[src/rtl/sac_pkg.sv]
// ----------------------------------------------------------------------------
// sac_pkg
// Shared types, codes and helpers for the tag-only LRU cache simulator.
// ----------------------------------------------------------------------------
package sac_pkg;

	localparam int WAY_W  = 4;   // way index, covers up to 16 ways
	localparam int WCNT_W = 5;   // way count, holds 16 itself
	localparam int TAG_W  = 64;
	localparam int AGE_W  = 32;
	localparam int CNT_W  = 32;
	localparam int MAX_BLOCK_BITS = 32;

	typedef enum logic [1:0] {
		REG_SET_BITS   = 2'd0,
		REG_WAYS       = 2'd1,
		REG_BLOCK_BITS = 2'd2
	} cfg_reg_t;

	typedef enum logic [1:0] {
		OUT_HIT   = 2'd0,
		OUT_FILL  = 2'd1,
		OUT_EVICT = 2'd2
	} outcome_t;

	typedef enum logic [2:0] {
		ST_CLEAR,
		ST_IDLE,
		ST_SCAN,
		ST_WRITE,
		ST_FIN
	} state_t;

	typedef struct packed {
		logic             valid;
		logic [TAG_W-1:0] tag;
		logic [AGE_W-1:0] age;
	} line_t;

	typedef struct packed {
		logic             hit;
		logic [WAY_W-1:0] hit_way;
		logic             has_inv;
		logic [WAY_W-1:0] inv_way;
		logic [WAY_W-1:0] victim_way;
	} eval_res_t;

	function automatic logic [CNT_W-1:0] sat_inc(input logic [CNT_W-1:0] v);
		return (v == '1) ? v : v + CNT_W'(1);
	endfunction

endpackage

[src/rtl/sac_way_eval.sv]
// ----------------------------------------------------------------------------
// sac_way_eval
// Shared way evaluator: takes one way of a set per cycle, compares its tag,
// tracks the first hit, the first invalid way and the oldest line.
// ----------------------------------------------------------------------------
module sac_way_eval import sac_pkg::*; (
	input  logic             clk,
	input  logic             arst_n,
	input  logic             clr,
	input  logic             ev,
	input  logic [WAY_W-1:0] way,
	input  line_t            line,
	input  logic [TAG_W-1:0] ref_tag,
	input  logic [AGE_W-1:0] age_clock,
	output eval_res_t        res
);

	logic             hit_q;
	logic [WAY_W-1:0] hit_way_q;
	logic             has_inv_q;
	logic [WAY_W-1:0] inv_way_q;
	logic [WAY_W-1:0] victim_q;
	logic [AGE_W-1:0] oldest_q;

	logic [AGE_W-1:0] age;
	logic             match;
	logic             older;

	always_comb begin
		// age wraps modulo 2^32, so plain subtraction is right
		age   = age_clock - line.age;
		match = line.valid && (line.tag == ref_tag);
		older = (way == '0) || (age > oldest_q);
	end

	always_ff @(posedge clk or negedge arst_n) begin
		if (!arst_n) begin
			hit_q     <= 1'b0;
			hit_way_q <= '0;
			has_inv_q <= 1'b0;
			inv_way_q <= '0;
			victim_q  <= '0;
			oldest_q  <= '0;
		end else if (clr) begin
			hit_q     <= 1'b0;
			has_inv_q <= 1'b0;
		end else if (ev) begin
			if (match && !hit_q) begin
				hit_q     <= 1'b1;
				hit_way_q <= way;
			end
			if (!line.valid && !has_inv_q) begin
				has_inv_q <= 1'b1;
				inv_way_q <= way;
			end
			// strict compare keeps the lowest way on a tie
			if (older) begin
				oldest_q <= age;
				victim_q <= way;
			end
		end
	end

	always_comb begin
		res.hit        = hit_q;
		res.hit_way    = hit_way_q;
		res.has_inv    = has_inv_q;
		res.inv_way    = inv_way_q;
		res.victim_way = victim_q;
	end

endmodule
[config.mk]
export PLATFORM = sky130hd
export DESIGN_NAME = sac_way_eval
export DESIGN_NICKNAME = d
export VERILOG_FILES = /design/src/rtl/sac_pkg.sv /design/src/rtl/sac_way_eval.sv
export SDC_FILE = /design/constraint.sdc
export NUM_CORES = 1
export LEC_CHECK = 0
export BUFFER_PORTS_ARGS = -buffer_cell sky130_fd_sc_hd__buf_4
export CAP_MARGIN = 10
export CORE_MARGIN = 3
export CORE_UTILIZATION = 30
export CTS_CLUSTER_SIZE = 30
export DETAILED_ROUTE_END_ITERATION = 6
export GPL_ROUTABILITY_DRIVEN = 0
export SLEW_MARGIN = 20
export SYNTH_ARGS = -nofsm -noshare
export SYNTH_HDL_FRONTEND = slang
export SYNTH_SLANG_ARGS = --single-unit
[constraint.sdc]
create_clock -name clk -period 3.3 [get_ports clk]
set_clock_uncertainty 0.1 [all_clocks]
set_input_delay 0.66 -clock clk [delete_from_list [all_inputs] [get_ports clk]]
set_output_delay 0.66 -clock clk [all_outputs]
set_load 0.01 [all_outputs]
==> run summary, run 1 <==
The run finished, with violations left. The checks that failed: setup timing. For this configuration, the core starts out at a cell density of 31.0%. In the final routed layout, each cell accounts on average for 14.3 um. For the worst endpoint data arrival time, the log shows 4.94 ns. The highest clock rate was 0.205 GHz; the antenna cell count was 0. Buffers inserted to repair hold after CTS numbered 0.

The first detailed-routing pass ran for 4 iterations. By area the synthesized netlist is led by dfrtp_1 (23%), ha_1 (16%), xnor2_1 (11%). The run gives 0 as the total count of hold-check failures in the final report.

Port buffering added 214 buffers. The number of nets in the layout came out at 1182. The die covers 0.0182 mm^2. After layout, the worst path uses 148% of the clock period. The path class of the tightest hold or removal check is in -> async. The die width was 135 um; the final-report setup violation count was 36. Across the run, the number of max-cap violations was 0. The top cell type by area accounts for 23.1% of the synthesized area. The run gives 5186 as the number of global-route vias before repair. The completed layout was analyzed and its total power is 3.68 mW. Counting stages on the worst path, the most repeated cell is buf_4. The root buffer cell chosen for the clock tree is clkbuf_16. The logs give 47 for the largest net degree at the start of global routing and 0.00115 mm^2 for the area used by sequential logic in the layout. The final routed DRC violation total is 0, and the largest stage delay on the critical path is 0.36 ns. In the detailed route, the total length drawn on met2 is 8180 um. TritonCTS built the clock tree. The area of the placeable core is 0.0161 mm^2. The first global-routing pass estimated 25100 um of wire. The final wirelength was 16300 um; the clock input transition at the sequential cells of the worst setup and hold paths was 0.07 ns.

Setup total negative slack on the finished layout was measured at -51.19 ns. For the pin with the worst max-slew slack, the measured transition is 0.744 ns. The site row count is 46, and the cell area after synthesis is 0.00498 mm^2. For this run, the share of the core covered by cells in the final layout is 51.6%.

IR analysis of the VDD net gives a maximum drop of 0.219 mV. The area added between synthesis and finish came out at 66.3%. Counting the buffers created by CTS gives 5. The number of synthesized flops with an enable pin is 0.

The CTS H-tree depth was 2; the remaining antenna violation count after routing was 0. Summed over all layers, the global routing overflow is 0. Walking the worst path, the cells encountered are buf_8, inv_12, ha_4, inv_2, fa_2, a21o_1, a221oi_4, nor3_2, buf_4, o31ai_1, nand3_1, a211oi_2, xnor2_1, ha_1, nand4_1, buf_4, nor4_4, buf_4, o311ai_4, and2_4, a211o_1, or3b_1. The number of pins exceeding their max-slew limit in the final report is 0, and the wire length the detailed router placed on met1 is 6780 um. The logs give 145 for the number of violations reported at the end of detailed-routing iteration 0 and 2 for the worst-case clock buffer depth. The number of nets in the synthesized netlist is 852. The number of synthesis warnings was 0. The area occupied by multi-input gates came out at 0.00380 mm^2.

The top cell types in the final layout, fill and taps aside, are buf_4 (326), inv_1 (74), ha_1 (62), xnor2_1 (59), dfrtp_1 (46). For the length of routed met3 wiring, the log shows 992 um. The routed via count divided by cell count works out to 4.65. The library cell used most frequently in the layout, excluding fill and tap cells, is buf_4. Category of the worst setup path capture point: a register. The final instance area was 0.00828 mm^2; the share of synthesized registers carrying an async set or reset was 100%. The layout has 1542 filler cells. The height of the die was 135 um. The via count was 5274; the post-route non-filler standard cell count was 1134.

The analysis attributes to cell leakage a power of 4.26 nW. Detailed placement finished with a half-perimeter wire length of 13700 um. The biggest area contributor in the post-synthesis netlist is dfrtp_1. The initial antenna violation count was 0; the buffer and inverter count on the worst path was 6.

The run gives 1111 as the cell count after placement. Across every metal layer, demand over resource in global routing totals 16.9%. Final worst hold slack: 0.277 ns. The proportion of layout cells with a drive suffix above 1 was 45.0%; the slack of the critical path was -1.57 ns. In this run, distinct cell masters in the synthesized netlist total 51. Headroom to the max-slew limit came out at 50.0%.

The share of the Yosys chip area taken by registers is 23.1%. For this run, the leading register cell type out of synthesis is dfrtp_1. In this run the worst path has a maximum fanout of 4. The total power density per cell area came out at 444 mW/mm^2. The register bit count reported by yosys was 46; the number of top-level design ports was 215. The pre-CTS setup slack is -1.97 ns. The highest layer touched by signal routing is met4. The tools report the launching element type of the critical path as a primary input.

The run gives 0.29 ns as the clock latency on the worst-skew pair. After synthesis, the mean cell area works out to 8.49 um^2. By startpoint and endpoint, the worst setup path is classified as in -> reg. The master of the slowest instance on the critical path is a221oi_4.

The critical path's top delay family is compound AO/OA/AOI/OAI gates. The clock net in this run drives a total of 46 sinks. After technology mapping, the gate count stands at 587. After layout, the minimum clock period comes to 4.87 ns. Setup repair after global routing could not meet its margin everywhere.

The instance area at placement is 0.00772 mm^2, and the critical path required time is 3.37 ns.
==> worst reg2reg max path: cells and delay by family (launching register included) <==
| family | cells | cell delay [ns] |
|---|---|---|
| AO/OA/AOI/OAI | 7 | 1.39 |
| flip-flops | 1 | 0.36 |
| AND/OR/NAND/NOR | 1 | 0.34 |
| adder cells (fa/ha/maj) | 1 | 0.25 |
| buffers and inverters | 1 | 0.10 |
==> synthesized netlist by cell type (3+ instances only) <==
cell type	instances
clkbuf_1	11
nor2_1	15
a211o_1	4
ha_1	63
o31a_1	3
nand4_1	24
and4_1	3
nand3_1	9
inv_1	76
a31oi_1	9
or2_2	3
mux2_2	20
dfrtp_1	46
nand2b_1	4
a21oi_1	28
a2111oi_0	4
o211ai_1	4
o21a_1	5
nor3_1	11
and2_1	3
xnor2_1	60
o31ai_1	5
o21ai_0	28
nor2b_1	4
nor4_1	10
nand2_1	39
o2111ai_1	3
and3_1	8
a211oi_1	3
xor2_1	30
a21o_1	28
==> power breakdown <==
part / switching (mW) / internal, mW
Clock: 0.233 / 0.281
Combinational: 1.02 / 1.25
Sequential: 0.101 / 0.795
Total: 1.35 / 2.33
==> routing by layer <==
layer	vias to the layer above	track usage, %
met5	-	0
met4	0	4.30
met3	14	2.24
met2	150	31.6
met1	2360	20.5
li1	2750	-
==> worst paths after layout <==
check / depth (start not counted) / start / slack, ns / to
worst max-delay path: 22 / age_clock[0] / -1.57 / oldest_q[21]$_DFFE_PN0P_
worst min-delay path: 1 / arst_n / 0.28 / oldest_q[29]$_DFFE_PN0P_
worst max register to register: 10 / oldest_q[9]$_DFFE_PN0P_ / 0.64 / oldest_q[21]$_DFFE_PN0P_
worst min register to register: 2 / oldest_q[25]$_DFFE_PN0P_ / 0.40 / oldest_q[25]$_DFFE_PN0P_
max in group asynchronous: 1 / arst_n / 2.39 / oldest_q[10]$_DFFE_PN0P_
min in group clk: 2 / oldest_q[25]$_DFFE_PN0P_ / 0.40 / oldest_q[25]$_DFFE_PN0P_
==> logic make-up (layout without fill, tap and decap cells) <==
| group | after synthesis | count (layout) | share of synthesized area [%] |
|---|---|---|---|
| multiplexers | 21 | 21 | 4.82 |
| XOR/XNOR | 90 | 90 | 15.8 |
| AND/OR/NAND/NOR | 136 | 136 | 14.2 |
| flip-flops | 46 | 46 | 23.1 |
| buffers and inverters | 89 | 420 | 6.86 |
| adder cells (fa/ha/maj) | 64 | 64 | 16.2 |
| AO/OA/AOI/OAI | 141 | 141 | 19.0 |
==> sequential cells by signal, indices dropped and copies added, names as in the netlist <==
name       cells
inv_way_q      4
victim_q       4
hit_q          1
hit_way_q      4
has_inv_q      1
oldest_q      32
==> layout make-up <==
| cell class | instances | area share, % |
|---|---|---|
| multi-input combinational | 452 | 45.9 |
| sequential | 46 | 13.9 |
| tap | 216 | 3.26 |
| timing repair buffer | 336 | 31.6 |
| clock inverter | 3 | 0.257 |
| inverter | 76 | 3.60 |
| clock buffer | 5 | 1.51 |
==> timing repair <==
action | in CTS | in global routing
setup buffers | 7 | 8
gates resized for setup | 34 | 20
gates cloned | 1 | 1
setup endpoints to repair | 36 | 36
pin swaps | 7 | 8
Power figures use the tool's default switching activity.
==> inputs of run 2 (changes only) <==
--- a/config.mk
+++ b/config.mk
@@ -5,6 +5,7 @@
 export SDC_FILE = /design/constraint.sdc
 export NUM_CORES = 1
 export LEC_CHECK = 0
+export ABC_AREA = 1
 export BUFFER_PORTS_ARGS = -buffer_cell sky130_fd_sc_hd__buf_4
 export CAP_MARGIN = 10
 export CORE_MARGIN = 3
==> run summary, run 2 <==
The run finished, with violations left. Violations in the final reports: setup timing (unchanged). The cell count after placement was 1515 (was 1111); the die width was 146 um (was 135 um). The sum of overflow across all layers after global routing came out at 0 (unchanged). The classification of the worst setup path was in -> reg (unchanged). The portion of the post-synthesis area used by sequential elements was 19.6% (was 23.1%).

The critical-path maximum fanout was 8 (was 4). The tools report the launching element type of the critical path as a primary input (unchanged). The tools report the CTS sink count as 46 (unchanged). The share of the synthesized area in the top cell type works out to 19.6% (was 23.1%).

The number of distinct library cell variants in the gate-level netlist after synthesis is 35 (was 51), and the site row count is 50 (was 46). The via count was 7033 (was 5274). Synth cell count leaders: nand2_1 (299), inv_1 (178), nand3_1 (70) (was inv_1 (76), ha_1 (63), xnor2_1 (60)).

For the final routed DRC violation total, the log shows 0 (unchanged). The area added between synthesis and finish came out at 72.1% (was 66.3%). TritonCTS built the clock tree. The tools report the peak supply drop as 0.287 mV (was 0.219 mV). The starting density of the core is 30.9% (was 31.0%).

The final critical delay including setup and external delays came out at 3.50 ns (was 4.87 ns). The logs give 0 (unchanged) for the remaining antenna violation count after routing and 17.1% (was 16.9%) for the all-layer global routing usage. The height of the die was 146 um (was 135 um); the number of filler cells placed in the layout was 1838 (was 1542). Most area-consuming cells after synthesis: dfrtp_1 (20%), nand2_1 (19%), ha_1 (13%) (was dfrtp_1 (23%), ha_1 (16%), xnor2_1 (11%)).

The logs give 0.0101 mm^2 (was 0.00828 mm^2) for the final instance area and 0 (unchanged) for the initial antenna violation count. Normalized max-slew margin: 5.84% (was 50.0%). Register bit count reported by yosys: 46 (unchanged). The number of input and output port buffers inserted is 214 (unchanged).

For the area of the placeable core, the log shows 0.0190 mm^2 (was 0.0161 mm^2). The wire length of the first global-routing pass came out at 30800 um (was 25100 um). Leading cell type by number of instances after synthesis: nand2_1 (was inv_1). The run gives 945 (was 587) as the instance count of the mapped netlist.

The clock latency on the worst-skew pair came out at 0.29 ns (about the same). Leading cell types in the layout, fill and taps excluded: buf_4 (327), nand2_1 (238), inv_1 (168), nand2_2 (62), nor2_1 (52) (was buf_4 (326), inv_1 (74), ha_1 (62), xnor2_1 (59), dfrtp_1 (46)). The final-report setup violation count is 36 (unchanged), and the number of pins exceeding their max-slew limit in the final report is 0 (unchanged). The clock input transition at the sequential cells of the worst setup and hold paths is 0.07 ns (about the same). Largest area contributor in the netlist: dfrtp_1 (unchanged). The static power due to leakage was 5.30 nW (was 4.26 nW). The pin slew with the least headroom to its limit is 1.41 ns (was 0.744 ns). Leading cell type in the layout, fill and taps excluded: buf_4 (unchanged). The total power density per cell area is 438 mW/mm^2 (was 444 mW/mm^2). The placed wire-length estimate came out at 15900 um (was 13700 um).

Most instantiated flip-flop cell in the synthesis netlist: dfrtp_1 (unchanged). The full die area is 0.0212 mm^2 (was 0.0182 mm^2), and the final worst-path cycle share is 106% (was 148%). The proportion of layout cells with a drive suffix above 1 is 44.9% (was 45.0%). Post-route non-filler standard cell count: 1541 (was 1134). The run gives 0 (unchanged) as the number of synthesis warnings.

The routed via count divided by cell count was 4.56 (was 4.65); the number of global-route vias before repair was 6555 (was 5186). The CTS H-tree depth was 2 (unchanged); the pre-CTS setup slack was -0.496 ns (was -1.97 ns). The tools report the final wirelength as 20500 um (was 16300 um). Classification of the worst-slack hold path: in -> async (unchanged).

Number of top-level design ports: 215 (unchanged). Setup repair after global routing could not meet its margin everywhere. Number of synthesized flops with an enable pin: 0 (unchanged).

Final worst hold slack: 0.279 ns (was 0.277 ns). The instance area at placement was 0.00859 mm^2 (was 0.00772 mm^2); the worst-case clock buffer depth was 2 (unchanged). The number of flip-flops in the largest register came out at 32 (unchanged). The antenna cell count is 0 (unchanged). The run gives 1545 (was 1182) as the number of nets in the layout. Largest register by flop count: oldest_q (unchanged).

For the detailed-router iteration count before antenna repair, the log shows 5 (was 4). Master cell of the clock root buffer: clkbuf_16 (unchanged). The number of hold buffers added after cts was 0 (unchanged); the highest clock rate was 0.286 GHz (was 0.205 GHz).

The largest net degree at the start of global routing was 47 (unchanged); the total count of hold-check failures in the final report was 0 (unchanged). The average detailed-routed wire length per instance is 13.3 um (was 14.3 um), and the critical path required time is 3.38 ns (was 3.37 ns). For the slack of the critical path, the log shows -0.196 ns (was -1.57 ns). The tools report the category of the worst setup path capture point as a register (unchanged). The number of violations reported at the end of detailed-routing iteration 0 is 290 (was 145), and the average instance area after synthesis is 6.20 um^2 (was 8.49 um^2). Cell area after synthesis: 0.00586 mm^2 (was 0.00498 mm^2). The tools report the net count of the mapped netlist as 1210 (was 852). The logs give 5 (unchanged) for the TritonCTS buffer count and 3.57 ns (was 4.94 ns) for the worst endpoint data arrival time.

The run gives 0 (unchanged) as the number of max-cap violations. The share of synthesized registers carrying an async set or reset works out to 100% (unchanged).
## run 2: cell types whose count changed in the layout (fill, tap and decap cells not counted), sizes merged, moves of 21 or more
cell   previous run  this run
xnor2            60        38
nor2             15        73
inv              76       179
nand3             9        71
mux2             21         0
a21o             28         2
nand2            39       319
## run 2: worst paths after layout
kind / startpoint / to / slack, ns / cells past startpoint
hold / removal: arst_n / oldest_q[9]$_DFFE_PN0P_ / 0.28 / 1
setup / recovery: age_clock[0] / oldest_q[24]$_DFFE_PN0P_ / -0.20 / 26
setup reg to reg: oldest_q[29]$_DFFE_PN0P_ / oldest_q[24]$_DFFE_PN0P_ / 1.09 / 12
min in group clk: oldest_q[5]$_DFFE_PN0P_ / oldest_q[5]$_DFFE_PN0P_ / 0.37 / 2
max in group asynchronous: arst_n / oldest_q[17]$_DFFE_PN0P_ / 2.40 / 1
hold reg to reg: oldest_q[5]$_DFFE_PN0P_ / oldest_q[5]$_DFFE_PN0P_ / 0.37 / 2
## run 2: layer usage
metal | GRT usage (%) | vias to the layer above | share of wire, %
met2 | 30.1 | 159 | 51
met3 | 1.84 | 17 | 4.1
li1 | - | 3636 | -
met4 | 3.09 | 0 | 1.2
met5 | 0 | - | 0
met1 | 22.9 | 3221 | 44
## run 2: where the power goes
part	switching [mW]	internal [mW]
Sequential	0.133	0.778
Clock	0.237	0.284
Combinational	1.57	1.41
## run 2: cell families after synthesis
| family | synth area share (%) |
|---|---|
| xor gates and xnor gates | 8.97 |
| buffers and inverters | 13.0 |
| AOI/OAI and AO/OA | 8.52 |
| adders and majority gates | 13.8 |
| DFF | 19.6 |
| and+or+nand+nor | 36.1 |
## run 2: metrics by stage
step / utilization, % / TNS (ns) / total power [mW]
finish: 53.2 / -5.72 / 4.42
global route: 53.2 / -10.33 / 4.81
CTS: 47.2 / -4.58 / 3.78
detailed placement: 45.3 / -17.16 / 3.06
global placement: 45.3 / -16.76 / 3.02
floorplan: - / -0.0419 / 2.21
## run 2: critical path, stage by stage
cell and delay [ns]:
buf_8 0.11, inv_12 0.04, ha_4 0.12, inv_4 0.03
fa_2 0.35, nand3_2 0.09, nand2_4 0.07, nand2_4 0.07
nand2_4 0.06, nand2_4 0.06, nand3_4 0.09, nand2_2 0.10
nand2_1 0.05, nand2_1 0.08, nand2_2 0.08, ha_4 0.27
nand2_4 0.05, nor2_4 0.11, nand4_4 0.13, nor2_4 0.13
nand4_1 0.16, nand2_4 0.18, nand2_8 0.12, buf_8 0.19
nand3_1 0.08, nand2_1 0.08
## run 2: what timing repair did
| action | 4_1_cts | 5_1_grt |
|---|---|---|
| resized for setup | 34 | 205 |
| pin swaps | 20 | 73 |
| setup buffers | 4 | 7 |
| cloned | 3 | 4 |
| endpoints found under the setup margin | 36 | 36 |
## run 2: final cells by class
| class | instances | area, um^2 | share of cell area [%] |
|---|---|---|---|
| Timing Repair Buffer | 335 | 2590 | 25.7 |
| Tap cell | 260 | 325 | 3.23 |
| Inverter | 178 | 686 | 6.80 |
| Clock inverter | 3 | 23.8 | 0.236 |
| Sequential cell | 46 | 1150 | 11.4 |
| Clock buffer | 5 | 125 | 1.24 |
| Multi-Input combinational cell | 714 | 5180 | 51.4 |
